==> config.mk <==
export PLATFORM = sky130hd
export DESIGN_NAME = spbcm_ctrl
export DESIGN_NICKNAME = d
export VERILOG_FILES = /design/src/sv/spbcm_pkg.sv /design/src/sv/spbcm_ctrl.sv
export SDC_FILE = /design/constraint.sdc
export NUM_CORES = 1
export LEC_CHECK = 0
export BUFFER_PORTS_ARGS = -buffer_cell sky130_fd_sc_hd__buf_4
export CAP_MARGIN = 20
export CORE_AREA = 2 2 39 41
export CTS_BUF_LIST = sky130_fd_sc_hd__clkbuf_4
export DETAILED_ROUTE_END_ITERATION = 12
export DIE_AREA = 0 0 41 43
export PLACE_DENSITY = 0.37
export SYNTH_ARGS = -nofsm -noshare
export SYNTH_HDL_FRONTEND = slang
export SYNTH_SLANG_ARGS = --single-unit
==> constraint.sdc <==
create_clock -name clk -period 1.4 [get_ports clk]
set_clock_uncertainty 0.05 [all_clocks]
set_input_delay 0 -clock clk [delete_from_list [all_inputs] [get_ports clk]]
set_output_delay 0 -clock clk [all_outputs]
set_load 0.03 [all_outputs]
==> src/sv/spbcm_pkg.sv <==
// Shared types and constants for the spinor bilinear complex MAC.
package spbcm_pkg;

	// Field widths of the item and result words.
	localparam int AmpW = 16;
	localparam int AccW = 40;

	// Configuration register file.
	localparam int CfgRegs  = 8;
	localparam int CfgIdxW  = $clog2(CfgRegs);
	localparam int CfgAddrW = CfgIdxW + 2;
	localparam int CfgDataW = 32;

	// Default number of spinor components.
	localparam int DefSpinorCount = 2;

	// Internal arithmetic widths.
	localparam int ProdW = 2 * AmpW;           // 16x16 amplitude product
	localparam int SumW  = ProdW + 2;          // sum of four products
	localparam int MixW  = AmpW + SumW;        // coefficient times sum
	localparam int CombW = MixW + 1;           // difference or sum of two
	localparam int RndShift = 12;
	localparam logic signed [CombW-1:0] RndHalf = CombW'(2048);

	typedef logic signed [AmpW-1:0] amp_t;
	typedef logic signed [AccW-1:0] acc_t;
	typedef amp_t [CfgRegs-1:0] coef_bank_t;

	typedef struct packed {
		amp_t kbase_re;
		amp_t kbase_im;
		amp_t kdir_re;
		amp_t kdir_im;
		amp_t kpbase_re;
		amp_t kpbase_im;
		amp_t kpdir_re;
		amp_t kpdir_im;
		acc_t prior_re;
		acc_t prior_im;
		logic spinor_row;
		logic spinor_col;
	} item_t;

	typedef struct packed {
		acc_t sum_re;
		acc_t sum_im;
	} result_t;

	// Commands from the controller to the datapath.
	typedef struct packed {
		logic load;
		logic mix;
		logic acc;
	} ctrl_cmd_t;

	// Status from the datapath to the controller.
	typedef struct packed {
		logic last;
	} dp_stat_t;

	typedef enum logic [2:0] {
		ST_IDLE = 3'b001,
		ST_MIX  = 3'b010,
		ST_ACC  = 3'b100
	} state_t;

endpackage

==> src/sv/spbcm_ctrl.sv <==
// Controller: sequences one item through the datapath and owns the result valid.
module spbcm_ctrl import spbcm_pkg::*; (
	input  logic       clk,
	input  logic       arst_n,
	input  logic       item_valid,
	output logic       item_ready,
	output logic       result_valid,
	input  logic       result_ready,
	input  dp_stat_t   stat,
	output ctrl_cmd_t  cmd,
	output logic       out_load
);

	state_t state_q, state_d;
	logic   out_valid_q;
	logic   acc_go;

	assign item_ready   = (state_q == ST_IDLE);
	assign result_valid = out_valid_q;

	// The last pair waits until the output register is free.
	assign acc_go = (state_q == ST_ACC) && (!stat.last || !out_valid_q || result_ready);

	always_comb begin
		cmd.load = item_valid && item_ready;
		cmd.mix  = (state_q == ST_MIX);
		cmd.acc  = acc_go;
		out_load = acc_go && stat.last;
	end

	// Next-state logic.
	always_comb begin
		state_d = state_q;
		unique case (state_q)
			ST_IDLE: begin
				if (item_valid) state_d = ST_MIX;
			end
			ST_MIX: begin
				state_d = ST_ACC;
			end
			ST_ACC: begin
				if (acc_go) state_d = ST_IDLE;
			end
			default: begin
				state_d = ST_IDLE;
			end
		endcase
	end

	always_ff @(posedge clk or negedge arst_n) begin
		if (!arst_n) begin
			state_q     <= ST_IDLE;
			out_valid_q <= 1'b0;
		end else begin
			state_q <= state_d;
			if (out_load) begin
				out_valid_q <= 1'b1;
			end else if (result_ready) begin
				out_valid_q <= 1'b0;
			end
		end
	end

endmodule

==> results.cfg <==
[layout]
fin_cells = 48
fillers = 145
syn_to_final_growth_pct = 62.2
antenna_cells = 0
nets = 38
drive_gt1_frac = 0.656

[floorplan]
fp.dieH_um = 43
num_rows = 14
die-area_mm2 = 0.00176
ios = 11
dieWidth_um = 41
initial_utilization = 0.167
core_area_mm2 = 0.00138

[min_path]
min_path_type = in2reg
min_from = result_ready
hold_end = result_valid
worstHoldPathCells = 3

[grt]
use_met1 = 0.0777
grt_overflow = 0
met2_usage = 0.0906
grt_max_degree = 8
met3_usage = 0.0471
grt_pass1_vias = 193
grt_usage = 0.0714
grt_first_pass_wirelength_um = 772
grt.busiest_layer = met2
antenna_found_initial = 0

[timing]
whs_ns = 0.0305
worst_pin_slew_ns = 0.238
slew_violations = 0
rsz0062_at_grt = no
fmax_mhz = 774
tns_ns = 0
finalCritPeriodShare = 0.923
slew_headroom = 0.842
finalSetupViolations = 0
post-route-min-period_ns = 1.29
final_hold_viol_count = 0

[drt]
drtPass1Iterations = 2
viasPerCell = 4.04
vias = 194
wirelength_um = 492
post-route-drc-count = 0
final_antenna_net_count = 0
wl_per_cell_um = 10.3
drt_iter0_drc = 2

[cts]
cts_setup_buffers = 0
clock-sinks = 4
clk_pin_slew_ns = 0.04
cts_tree = yes
htree_levels = 1
clk_path_buf_depth = 2
cts_buffers = 3
insertion_delay_ns = 0.23
cts_root_buffer = clkbuf_4

[critical_path]
start_kind = flop
r2r_slack_ns = 0.16
crit_buf_inv = 1
cp.required_ns = 1.35
cp-end-kind = primary output
startpoint = state_q[0]
cpMaxStageDelayCell = dfstp_2
worst_ep_arrival_time_ns = 1.24
crit_fanout = 7
reg2reg_from = state_q[0]
r2r_end = state_q[0]
path_cells = and4bb_2 > buf_4
worstSetupPathType = reg2out
max_stage_delay_ns = 0.59
worstRegToRegCells = 2
crit_family = flip-flops

[place]
hpwl_um = 389
gp_congestion = 0.678
numPortBuffers = 10
place_inst = 43

[synth]
synthesis.nets = 24
synthCells = 19
synthTopCellsByArea = dfrtp_1 32%, and4bb_2 16%, dfstp_2 11%
synth.largest_area_cell = dfrtp_1
netlist_area_um2 = 231
synth_seq_cells = 4
synth-seq-area-share = 0.438
ys_warn_count = 0
synth_top_area_frac = 0.324
ys_types = 13
syn_avg_cell_area_um2 = 12.2

[run_status]
status = finished, final reports clean

[flow_run]
maxCapViolCount = 0

[power_and_ir_drop]
p_per_area_mw_per_mm2 = 1790
ir_drop_mv = 0.640
p_leak_nw = 0.168
==> through the flow <==
step           utilization  setup slack (ns)  power (mW)  area [µm²]
5_1_grt              0.271            0.0304       0.723         375
4_1_cts              0.259           0.00998       0.665         358
2_1_floorplan            -            0.0645       0.380         231
3_3_place_gp         0.225             0.213       0.471         312
6_report             0.271             0.108       0.671         375
3_5_place_dp         0.225             0.180       0.470         312
==> worst reg2reg max path, stage by stage (launching register included) <==
cell      delay, ns
dfstp_2        0.59
and4bb_2       0.25
a211oi_1       0.25
==> state kept, by name, summed over array words and instances (netlist names) <==
signal	cells
result_valid	1
state_q	3
==> timing repair <==
action / in CTS / in global routing
endpoints found under the setup margin: 1 / 2
pin swaps: 0 / 1
resized for setup: 2 / 2
endpoints found under the hold margin: 4 / 0
hold buffers: 1 / 0
==> routing by layer <==
metal	wire (µm)	vias up
met4	0	0
met1	231	87
met3	32	0
met2	228	9
met5	0	-
li1	-	98
==> kinds of logic (layout without fill, tap and decap cells) <==
kind of cell,Yosys count,count (layout),synth area share
compound gates,3,3,0.103
buf+inv,3,16,0.0810
flops,4,4,0.438
simple gates,9,9,0.378
==> cell usage after synthesis <==
cell	instances
a2111oi_0	1
a211oi_1	1
a21o_1	1
and4bb_2	3
buf_4	2
dfrtp_1	3
dfstp_2	1
inv_1	1
nand2b_1	1
nand4bb_1	1
nor2_1	1
nor2b_4	1
nor3b_1	2
==> layout by cell type (no fill, tap or decap) <==
| cell type | Yosys | final |
|---|---|---|
| a2111oi_4 | 0 | 1 |
| a211oi_1 | 1 | 1 |
| a21o_1 | 1 | 1 |
| and4bb_2 | 3 | 3 |
| buf_4 | 2 | 10 |
| clkbuf_4 | 0 | 4 |
| dfrtp_1 | 3 | 3 |
| dfstp_2 | 1 | 1 |
| dlygate4sd3_1 | 0 | 1 |
| inv_1 | 1 | 1 |
| nand2b_1 | 1 | 1 |
| nand4bb_1 | 1 | 1 |
| nor2_1 | 1 | 1 |
| nor2b_4 | 1 | 1 |
| nor3b_1 | 2 | 1 |
| nor3b_2 | 0 | 1 |
==> how the worst max path moves through the flow <==
stage,endpoint,slack [ns],depth (start not counted)
after floorplan,item_ready,0.06,1
after global placement,cmd[0],0.21,3
after detailed placement,cmd[0],0.18,3
after CTS,cmd[0],0.01,3
after global routing,cmd[0],0.03,3
final,cmd[2],0.11,2
==> area by class of cell <==
type	instances	area, µm²	share of cell area
clock buffers	4	30.0	0.0800
inverters	1	3.75	0.0100
repair buffers	11	85.1	0.227
multi-input cells	12	135	0.360
well taps	16	20.0	0.0533
flip-flops and latches	4	101	0.270
==> power breakdown <==
group	leakage [nW]	internal [mW]	switching, mW
Sequential	0.0511	0.159	0.0635
Clock	0.0184	0.126	0.0472
Combinational	0.0988	0.134	0.141
(Power assumes the default switching activity.)
