File: src/sv/spbcm_pkg.sv
// Shared types and constants for the spinor bilinear complex MAC.
package spbcm_pkg;

	// Field widths of the item and result words.
	localparam int AmpW = 16;
	localparam int AccW = 40;

	// Configuration register file.
	localparam int CfgRegs  = 8;
	localparam int CfgIdxW  = $clog2(CfgRegs);
	localparam int CfgAddrW = CfgIdxW + 2;
	localparam int CfgDataW = 32;

	// Default number of spinor components.
	localparam int DefSpinorCount = 2;

	// Internal arithmetic widths.
	localparam int ProdW = 2 * AmpW;           // 16x16 amplitude product
	localparam int SumW  = ProdW + 2;          // sum of four products
	localparam int MixW  = AmpW + SumW;        // coefficient times sum
	localparam int CombW = MixW + 1;           // difference or sum of two
	localparam int RndShift = 12;
	localparam logic signed [CombW-1:0] RndHalf = CombW'(2048);

	typedef logic signed [AmpW-1:0] amp_t;
	typedef logic signed [AccW-1:0] acc_t;
	typedef amp_t [CfgRegs-1:0] coef_bank_t;

	typedef struct packed {
		amp_t kbase_re;
		amp_t kbase_im;
		amp_t kdir_re;
		amp_t kdir_im;
		amp_t kpbase_re;
		amp_t kpbase_im;
		amp_t kpdir_re;
		amp_t kpdir_im;
		acc_t prior_re;
		acc_t prior_im;
		logic spinor_row;
		logic spinor_col;
	} item_t;

	typedef struct packed {
		acc_t sum_re;
		acc_t sum_im;
	} result_t;

	// Commands from the controller to the datapath.
	typedef struct packed {
		logic load;
		logic mix;
		logic acc;
	} ctrl_cmd_t;

	// Status from the datapath to the controller.
	typedef struct packed {
		logic last;
	} dp_stat_t;

	typedef enum logic [2:0] {
		ST_IDLE = 3'b001,
		ST_MIX  = 3'b010,
		ST_ACC  = 3'b100
	} state_t;

endpackage

File: src/sv/spbcm_cfg.sv
// APB-style coefficient register file.
module spbcm_cfg import spbcm_pkg::*; (
	input  logic                clk,
	input  logic                arst_n,
	input  logic                psel,
	input  logic                penable,
	input  logic                pwrite,
	input  logic [CfgAddrW-1:0] paddr,
	input  logic [CfgDataW-1:0] pwdata,
	output logic [CfgDataW-1:0] prdata,
	output logic                pready,
	output coef_bank_t          coefs
);

	logic [CfgIdxW-1:0] idx;
	coef_bank_t         regs_q;

	assign idx    = paddr[CfgAddrW-1:2];
	assign pready = 1'b1;
	assign coefs  = regs_q;

	// A write lands in the access cycle.
	always_ff @(posedge clk or negedge arst_n) begin
		if (!arst_n) begin
			regs_q <= '0;
		end else if (psel && penable && pwrite) begin
			regs_q[idx] <= pwdata[AmpW-1:0];
		end
	end

	// Reads return the coefficient sign-extended to the bus width.
	assign prdata = CfgDataW'(signed'(regs_q[idx]));

endmodule

File: config.mk
export PLATFORM = sky130hd
export DESIGN_NAME = spbcm_cfg
export DESIGN_NICKNAME = d
export VERILOG_FILES = /design/src/sv/spbcm_pkg.sv /design/src/sv/spbcm_cfg.sv
export SDC_FILE = /design/constraint.sdc
export NUM_CORES = 1
export LEC_CHECK = 0
export ABC_AREA = 1
export BUFFER_PORTS_ARGS = -buffer_cell sky130_fd_sc_hd__buf_2
export CAP_MARGIN = 0
export CORE_UTILIZATION = 40
export DETAILED_ROUTE_END_ITERATION = 8
export PLACE_DENSITY = 0.62
export RECOVER_POWER = 25
export SLEW_MARGIN = 15
export SYNTH_ARGS = -nofsm -noshare
export SYNTH_HDL_FRONTEND = slang
export SYNTH_SLANG_ARGS = --single-unit
File: constraint.sdc
create_clock -name clk -period 5.35 [get_ports clk]
set_clock_uncertainty 0.2 [all_clocks]
set_input_delay 1.07 -clock clk [delete_from_list [all_inputs] [get_ports clk]]
set_output_delay 1.07 -clock clk [all_outputs]
set_load 0.01 [all_outputs]
==> results of run 1 <==
-- stage by stage --
step	hold slack (ns)	area, sq um
after floorplan	0.3337	6523
after global placement	0.2922	7393
after detailed placement	0.3053	7393
after CTS	0.3181	7979
after global routing	0.3400	7964
final	0.3140	7969
-- cells in the mapped netlist, drive strengths merged --
master and n:
nor2 30, inv 21, buf 49, nand4 4
nand3 7, a21oi 16, nand2 517, conb 1
o21ai 112, dfrtp 128, clkbuf 21
-- final timing paths --
| kind | from | endpoint | slack, ns | cells past startpoint |
|---|---|---|---|---|
| setup / recovery | arst_n | coefs[104] | 1.44 | 2 |
| hold / removal | coefs[43] | coefs[43] | 0.31 | 2 |
| setup reg to reg | coefs[38] | coefs[38] | 4.37 | 2 |
| hold reg to reg | coefs[43] | coefs[43] | 0.31 | 2 |
| max in group clk | paddr[3] | prdata[26] | 1.52 | 7 |
| min in group asynchronous | arst_n | coefs[66] | 1.61 | 2 |
-- logic make-up after synthesis --
family / Yosys count / synth area share [%]
AND/OR/NAND/NOR: 558 / 33.78
AO/OA/AOI/OAI: 128 / 9.822
flip-flops: 128 / 49.11
buffers and inverters: 91 / 7.232
other: 1 / 0.05749
-- report_power, final --
group	leakage [nW]	total [mW]	switching (mW)	internal (mW)
registers	1.64	1.31	0.158	1.16
clock network	0.285	1.18	0.420	0.760
logic	2.68	0.782	0.485	0.297
-- routing by layer --
metal	vias to the layer above	track usage, %
met1	2954	34.25
met3	25	6.560
met4	0	8.413
met5	-	0
met2	244	44.26
li1	3089	-
-- final cells by class --
| class | count | share of cell area [%] |
|---|---|---|
| antenna | 2 | 0.06280 |
| clock buffer | 23 | 5.998 |
| clock inverter | 6 | 1.350 |
| inverter | 21 | 0.9892 |
| multi-input combinational | 687 | 35.80 |
| sequential | 128 | 40.19 |
| tap | 216 | 3.391 |
| timing repair buffer | 189 | 12.22 |
==> metrics.md, run 1 <==
| Metric | Value |
|---|---|
| Failing checks | capacitance limit, slew limit |
| Longest Clk Path Bufs | 2 |
| FF/Latch Area | 3203 sq um |
| Routed Antenna Nets | 0 |
| Setup TNS | 0 ns |
| Core area | 15890 sq um |
| Root Driver | clkbuf_16 |
| Fin crit period | 3.911 ns |
| P&R area growth vs syn | 22.18% |
| Top layer in use | met4 |
| Layout cells sized above 1 | 22.20% |
| H-tree Lvls | 4 |
| Final Max Tran Viols | 129 |
| Critical path buffer and inverter count | 2 |
| Post-CTS setup buffers | 0 |
| Drt wl/cell | 16.71 microns |
| Cell Area, Synth | 6523 sq um |
| Clock Pin Slew Worst Setup and Hold Paths | 0.06 ns |
| WL met2 | 10.37 mm |
| DR DRC count | 0 |
| Initial antenna violation count | 2 |
| CTS tree | done |
| Dpl cells | 1241 |
| Vias in the first global route | 5856 |
| Worst setup EP type | async pin |
| Yosys Warn Count | 0 |
| Commonest cells after routing, fill and taps aside | nand2_1 (515), buf_2 (182), dfrtp_1 (128) |
| DP Worst Slack | 1.483 ns |
| Delay of the slowest critical-path stage | 2.24 ns |
| Pwr Total | 3.276 mW |
| Status | finished with violations |
| Pin count of the biggest net entering global routing | 129 |
| Fillers | 1624 |
| GR Overflow Total | 0 |
| Initial Util | 41.06% |
| Final setup violation count | 0 |
| Via count | 6312 |
| Crit-path cells | clkbuf_4 > clkbuf_2 |
| Period utilisation layout | 73.10% |
| Yosys top cell area share | 49.11% |
| Sequential-to-total area share from yosys stat | 49.11% |
| Die width | 129.7 microns |
| Average vias per placed instance | 4.962 |
| Slew HR | -116.8% |
| Syn Inst Count | 906 |
| PostCTS Resize Cnt | 0 |
| Final Non-Filler Cells | 1272 |
| CTS buffer count | 17 |
| Worst EP required | 4.96 ns |
| Slowest cell on crit path | clkbuf_2 |
| Max FFs per register | 128 |
| DRT iter0 DRCs | 496 |
| First-pass GRT wire length | 33.18 mm |
| RSZ-0062 raised after global routing | no |
| Total of max-cap violations | 1 |
| Multi-input logic area | 2853 sq um |
| Fin util | 50.17% |
| Clk Latency, worst-skew pair | 0.42 ns |
| Startpoint types | input pin |
| Maximum vdd drop | 240.7 uV |
| Yosys reg bits | 128 |
| Final number of hold-violating endpoints | 0 |
| Crit Path Class | in -> async |
| Leak | 4.605 nW |
| Num rows | 46 |
| Synth unique cells | 20 |
| Mapped Nets | 948 |
| Commonest non-fill, non-tap cell in the layout | nand2_1 |
| Hold Path Class | reg -> reg |
| IO Count | 203 |
| Final worst slack | 1.439 ns |
| Total track usage | 26.65% |
| CP top delay family | buffers and inverters |
| DRT Pass-1 Iters | 5 |
| Max frequency | 0.2557 GHz |
| IO Port Bufs | 183 |
| Post-CTS Hold Fix Bufs | 0 |
| Top area cells in the synthesized netlist | dfrtp_1 (49%), nand2_1 (30%), o21ai_0 (7.5%) |
| Wire length on met1 | 8.990 mm |
| DPL Wire Length | 13.97 mm |
| Worst slew pin tran | 3.251 ns |
| Critical path peak fanout | 128 |
| Largest area contributor in the netlist | dfrtp_1 |
| Avg Cell Area, Syn | 7.199 sq um |
| Critical Path AT | 3.52 ns |
| Die Area | 16820 sq um |
| Routed WL | 21.26 mm |
| Fin nets | 1086 |
| CTS Sinks | 128 |
| Pwr/cell area | 411.1 nW/um^2 |
| Gpl congestion | 0.8786 |
| Die height | 129.7 microns |
| WL met3 | 1.582 mm |
Note: power is estimated with default switching activity, not from simulation.
==> inputs of run 2 (changes only) <==
--- a/config.mk
+++ b/config.mk
@@ -10,7 +10,7 @@
 export CAP_MARGIN = 0
 export CORE_UTILIZATION = 40
 export DETAILED_ROUTE_END_ITERATION = 8
-export PLACE_DENSITY = 0.62
+export PLACE_DENSITY = 0.64
 export RECOVER_POWER = 25
 export SLEW_MARGIN = 15
 export SYNTH_ARGS = -nofsm -noshare
==> constraint.sdc (replaced) <==
create_clock -name clk -period 3.39 [get_ports clk]
set_clock_uncertainty 0.2 [all_clocks]
set_input_delay 0.678 -clock clk [delete_from_list [all_inputs] [get_ports clk]]
set_output_delay 0.678 -clock clk [all_outputs]
set_load 0.01 [all_outputs]
==> run 2 against run 1 <==
Compared with the run above:
- the run now ends clean
- clock power is 55% higher
- via count is 1.2% higher
- sequential share of layout area is 0.21 points lower
- combinational power is 60% higher
- die area stayed put
- global-route usage is 0.19 points higher
- critical path type is now in -> out
- highest routed layer unchanged
- largest cell class unchanged
- worst setup slack worse by 0.95 ns
- sequential cell count stayed put
- register-to-register slack worse by 2.0 ns
- final area is 0.53% higher
- core utilization is 0.27 points higher
- non-clock buffer count is 5 higher
==> metrics.md, run 2 (synthesis results as in run 1) <==
| Metric | Value |
|---|---|
| Hold Path Class | reg -> reg |
| CTS buffer count | 17 (unchanged) |
| Fillers | 1603 (-1.3%) |
| IO Port Bufs | 183 (unchanged) |
| Routed WL | 21.48 mm (+1.0%) |
| IO Count | 203 (unchanged) |
| DRT Pass-1 Iters | 5 (unchanged) |
| Crit Path Class | in -> out |
| Leak | 4.625 nW (+0.44%) |
| Post-placement cell area | 7443 sq um (+0.68%) |
| Slew HR | 3.614% (+120 points) |
| Critical path peak fanout | 46 (-64%) |
| Final Non-Filler Cells | 1278 (+0.47%) |
| Initial antenna violation count | 0 (-2) |
| Die Area | 16820 sq um (unchanged) |
| Layout cells sized above 1 | 22.98% (+0.77 points) |
| Worst setup EP type | output port |
| CTS tree | done |
| Post-CTS Hold Fix Bufs | 0 (unchanged) |
| Max FFs per register | 128 (unchanged) |
| Status | finished clean |
| Clock Pin Slew Worst Setup and Hold Paths | 0.05 ns (about the same) |
| Commonest non-fill, non-tap cell in the layout | nand2_1 |
| H-tree Lvls | 4 (unchanged) |
| Total of max-cap violations | 0 (-1) |
| Cell area after layout | 8011 sq um (+0.53%) |
| DRT iter0 DRCs | 441 (-11%) |
| Initial Util | 41.06% (unchanged) |
| Total track usage | 26.84% (+0.19 points) |
| Die width | 129.7 microns (unchanged) |
| PostCTS Resize Cnt | 0 (unchanged) |
| CTS Sinks | 128 (unchanged) |
| Pwr/cell area | 643.7 nW/um^2 (+57%) |
| DPL Wire Length | 14.39 mm (+3.0%) |
| Worst EP required | 2.51 ns (-2.45 ns) |
| Critical Path AT | 2.03 ns (-1.49 ns) |
| Setup TNS | 0 ns (unchanged) |
| P&R area growth vs syn | 22.83% |
| DP Worst Slack | 0.5145 ns (-0.9682 ns) |
| Comb pwr share | 24.3% (+0.4 points) |
| Fin crit period | 2.903 ns |
| Pwr Total | 5.157 mW (+57%) |
| Root Driver | clkbuf_16 |
| Period utilisation layout | 85.65% |
| Average vias per placed instance | 4.998 (+0.73%) |
| Dpl cells | 1246 (+0.40%) |
| Via count | 6388 (+1.2%) |
| Gpl congestion | 0.8797 (+0.13%) |
| Clk Latency, worst-skew pair | 0.42 ns (about the same) |
| Startpoint types | input pin |
| Hold WS | 0.3146 ns (+0.0006440 ns) |
| Crit-path most repeated cell | nand2_1 |
| Internal Dissipation | 3.416 mW (+54%) |
| GR Overflow Total | 0 (unchanged) |
| FF/Latch Area | 3203 sq um (unchanged) |
| Die height | 129.7 microns (unchanged) |
| Diode count | 0 (-2) |
| Routed Antenna Nets | 0 (unchanged) |
| Crit-path cells | buf_2 > inv_2 > buf_12 > nand2_1 > nand2_1 > nand2_1 > nand2_1 > nand2_1 > nand2_1 > buf_2 |
| Fin nets | 1091 (+0.46%) |
| Final number of hold-violating endpoints | 0 (unchanged) |
| Net Switching | 1.741 mW (+64%) |
| Critical path buffer and inverter count | 4 (+2) |
| RSZ-0062 raised after global routing | no |
| Final worst slack | 0.4866 ns (-0.9524 ns) |
| CP top delay family | buffers and inverters |
| Final setup violation count | 0 (unchanged) |
| Pin count of the biggest net entering global routing | 70 (-46%) |
| Fin util | 50.43% (+0.27 points) |
| Drt wl/cell | 16.81 microns (+0.55%) |
| Maximum vdd drop | 371.3 uV (+54%) |
| Commonest cells after routing, fill and taps aside | nand2_1 (515), buf_2 (182), dfrtp_1 (128) |
| Slowest cell on crit path | buf_12 |
| Delay of the slowest critical-path stage | 0.29 ns (-1.95 ns) |
| Worst slew pin tran | 1.446 ns (-1.806 ns) |
| Longest Clk Path Bufs | 2 (unchanged) |
| Switching Share | 33.76% (+1.3 points) |
| Seq pwr share | 40.3% (+0.2 points) |
| Clock Power Share | 35.4% (-0.6 points) |
| Num rows | 46 (unchanged) |
| DR DRC count | 0 (unchanged) |
| Final Max Tran Viols | 0 (-100%) |
| Core area | 15890 sq um (unchanged) |
| Post-CTS setup buffers | 0 (unchanged) |
| First-pass GRT wire length | 33.53 mm (+1.0%) |
| Multi-input logic area | 2853 sq um (unchanged) |
| Vias in the first global route | 6003 (+2.5%) |
| Max frequency | 0.3444 GHz |
[run 2: per-layer routing]
metal	track usage, %	vias to the layer above	share of wire (%)
met5	0	-	0
met4	8.755	0	1.9
met3	6.970	30	7.8
met2	44.48	270	48
met1	34.24	2997	42
li1	-	3091	-
[run 2: layout make-up]
cell class              count  area share [%]
clock buffers              19           5.654
clock inverters            13           1.702
inverters                  21          0.9839
multi-input cells         687           35.61
flip-flops and latches    128           39.98
well taps                 216           3.373
repair buffers            194           12.70
[run 2: worst min-delay path, stage by stage (launching register included)]
cell	delay [ns]
dfrtp_1	0.36
nand2_1	0.06
o21ai_0	0.06
[run 2: worst paths after layout]
check,from,to,slack (ns),cells past startpoint
max in group asynchronous,arst_n,coefs[47],0.78,2
max,paddr[2],prdata[13],0.49,10
max reg2reg,coefs[47],coefs[47],2.42,2
min,coefs[40],coefs[40],0.31,2
min reg2reg,coefs[40],coefs[40],0.31,2
min in group asynchronous,arst_n,coefs[114],0.39,1
[run 2: power by group through the flow]
stage | logic, mW | clock network, mW | registers (mW)
detailed placement | 1.26 | 0 | 2.10
global placement | 1.24 | 0 | 2.09
CTS | 1.27 | 1.85 | 2.07
finish | 1.25 | 1.83 | 2.08
floorplan | 0.585 | 0 | 2.18
global route | 1.41 | 1.92 | 2.12
==> inputs of run 3 (changes only) <==
--- a/config.mk
+++ b/config.mk
@@ -8,9 +8,11 @@
 export ABC_AREA = 1
 export BUFFER_PORTS_ARGS = -buffer_cell sky130_fd_sc_hd__buf_2
 export CAP_MARGIN = 0
-export CORE_UTILIZATION = 40
+export CELL_PAD_IN_SITES_DETAIL_PLACEMENT = 0
+export CELL_PAD_IN_SITES_GLOBAL_PLACEMENT = 2
+export CORE_UTILIZATION = 25
 export DETAILED_ROUTE_END_ITERATION = 8
-export PLACE_DENSITY = 0.64
+export PLACE_DENSITY = 0.73
 export RECOVER_POWER = 25
 export SLEW_MARGIN = 15
 export SYNTH_ARGS = -nofsm -noshare
==> run 3 against run 2 <==
Compared with the run above:
- die area is 59% higher
- clock power rose by 14%
- via count down 2.7%
- first-iteration DRC count decreased by 6.1%
- final cell count is 9.3% higher
==> metrics.md, run 3 (synthesis results as in run 1) <==
| Metric | Value |
|---|---|
| DPL Wire Length | 17.32 mm (+20%) |
| Routed WL | 25.03 mm (+17%) |
| Num rows | 58 (+26%) |
| First-pass GRT wire length | 37.81 mm (+13%) |
| Max frequency | 0.3477 GHz (+0.94%) |
| Commonest non-fill, non-tap cell in the layout | nand2_1 |
| Startpoint types | input pin |
| Status | finished clean |
| Pwr/cell area | 658.2 nW/um^2 (+2.3%) |
| Average vias per placed instance | 4.450 (-11%) |
| Root Driver | clkbuf_16 |
| Leak | 4.687 nW (+1.3%) |
| Die width | 163.5 microns (+26%) |
| Fin crit period | 2.876 ns (-0.02698 ns) |
| H-tree Lvls | 4 (unchanged) |
| Post-CTS setup buffers | 0 (unchanged) |
| RSZ-0062 raised after global routing | no |
| P&R area growth vs syn | 26.99% |
| Internal Dissipation | 3.624 mW (+6.1%) |
| GR Overflow Total | 0 (unchanged) |
| Post-placement cell area | 7636 sq um (+2.6%) |
| Final number of hold-violating endpoints | 0 (unchanged) |
| Fin util | 32.61% (-18 points) |
| Maximum vdd drop | 229.1 uV (-38%) |
| Core area | 25400 sq um (+60%) |
| Fin nets | 1096 (+0.46%) |
| Total of max-cap violations | 0 (unchanged) |
| Critical Path AT | 2.00 ns (-0.03 ns) |
| Layout cells sized above 1 | 23.15% (+0.17 points) |
| Slew HR | 36.90% (+33 points) |
| Net Switching | 1.828 mW (+5.0%) |
| Longest Clk Path Bufs | 2 (unchanged) |
| Via count | 6216 (-2.7%) |
| Post-CTS Hold Fix Bufs | 1 (+1) |
| IO Port Bufs | 183 (unchanged) |
| Initial antenna violation count | 0 (unchanged) |
| DRT Pass-1 Iters | 4 (-1) |
| Diode count | 0 (unchanged) |
| Switching Share | 33.53% (-0.23 points) |
| Max FFs per register | 128 (unchanged) |
| DR DRC count | 0 (unchanged) |
| Pin count of the biggest net entering global routing | 70 (unchanged) |
| Seq pwr share | 38.2% (-2.1 points) |
| PostCTS Resize Cnt | 0 (unchanged) |
| Final setup violation count | 0 (unchanged) |
| Vias in the first global route | 6043 (+0.67%) |
| Worst setup EP type | output port |
| Routed Antenna Nets | 0 (unchanged) |
| IO Count | 203 (unchanged) |
| Drt wl/cell | 17.92 microns (+6.6%) |
| Comb pwr share | 23.4% (-0.9 points) |
| Final Max Tran Viols | 0 (unchanged) |
| CTS buffer count | 17 (unchanged) |
| Cell area after layout | 8283 sq um (+3.4%) |
| Worst EP required | 2.51 ns (about the same) |
| Hold Path Class | reg -> reg |
| Clock Pin Slew Worst Setup and Hold Paths | 0.06 ns (about the same) |
| DRT iter0 DRCs | 414 (-6.1%) |
| Die Area | 26740 sq um (+59%) |
| Critical path peak fanout | 69 (+50%) |
| Clock Power Share | 38.3% (+2.9 points) |
| Die height | 163.5 microns (+26%) |
| CTS Sinks | 128 (unchanged) |
| Commonest cells after routing, fill and taps aside | nand2_1 (515), buf_2 (182), dfrtp_1 (128) |
| Total track usage | 19.19% (-7.7 points) |
| Worst slew pin tran | 0.9465 ns (-0.4992 ns) |
| Period utilisation layout | 84.85% (-0.80 points) |
| Crit Path Class | in -> out |
| Setup TNS | 0 ns (unchanged) |
| Initial Util | 25.68% (-15 points) |
| Clk Latency, worst-skew pair | 0.42 ns (about the same) |
| CTS tree | done |
| Gpl congestion | 0.7860 (-11%) |
==> run 3: cell count changes in the layout (fill, tap and decap cells not counted), moves of 2 or more <==
cell / delta
buf_4: +2
bufinv_16: +3
clkbuf_8: -2
clkinv_2: -4
clkinvlp_4: -2
inv_6: +3
==> run 3: final timing paths <==
kind / from / end / slack, ns / cells past startpoint
min in group asynchronous: arst_n / coefs[3] / 0.62 / 2
max in group asynchronous: arst_n / coefs[94] / 0.91 / 3
worst min-delay path: coefs[71] / coefs[71] / 0.31 / 2
worst max register to register: coefs[37] / coefs[37] / 2.43 / 2
worst max-delay path: paddr[2] / prdata[25] / 0.51 / 9
worst min register to register: coefs[71] / coefs[71] / 0.31 / 2
==> run 3: routing by layer <==
| metal | track usage [%] | up-vias | share of wire [%] |
|---|---|---|---|
| met3 | 4.876 | 17 | 6.3 |
| met5 | 0 | - | 0 |
| met2 | 32.49 | 185 | 48 |
| met4 | 4.840 | 0 | 1.0 |
| met1 | 24.19 | 2911 | 44 |
| li1 | - | 3103 | - |
==> run 3: critical path, stage by stage <==
cell,delay (ns)
buf_2,0.12
buf_12,0.31
nand2_1,0.09
nand2_1,0.08
nand2_1,0.05
nand2_1,0.10
nand2_1,0.05
nand2_1,0.29
buf_2,0.20
==> run 3: layout make-up <==
class	instances	area [sq um]
Timing Repair Buffer	199	1070
Fill cell	2841	17120
Tap cell	330	412.9
Sequential cell	128	3203
Inverter	21	78.83
Multi-Input combinational cell	687	2860
Clock buffer	18	429.2
Clock inverter	14	229.0
==> run 3: per-stage QoR <==
step	hold slack (ns)	total power [mW]	cells	setup WS [ns]
floorplan	0.1824	2.768	906	0.4918
detailed placement	0.2960	3.421	1364	0.4832
CTS	0.3116	5.530	1397	0.4848
finish	0.3125	5.452	1397	0.5136
global placement	0.2978	3.406	1364	0.5037
global route	0.3255	5.771	1397	0.2817
==> run 3: power groups by stage <==
stage / Combinational, mW / Sequential, mW / Clock (mW)
after detailed placement: 1.31 / 2.11 / 0
after CTS: 1.31 / 2.09 / 2.13
final: 1.28 / 2.08 / 2.09
after global placement: 1.29 / 2.11 / 0
after global routing: 1.45 / 2.13 / 2.20
after floorplan: 0.585 / 2.18 / 0
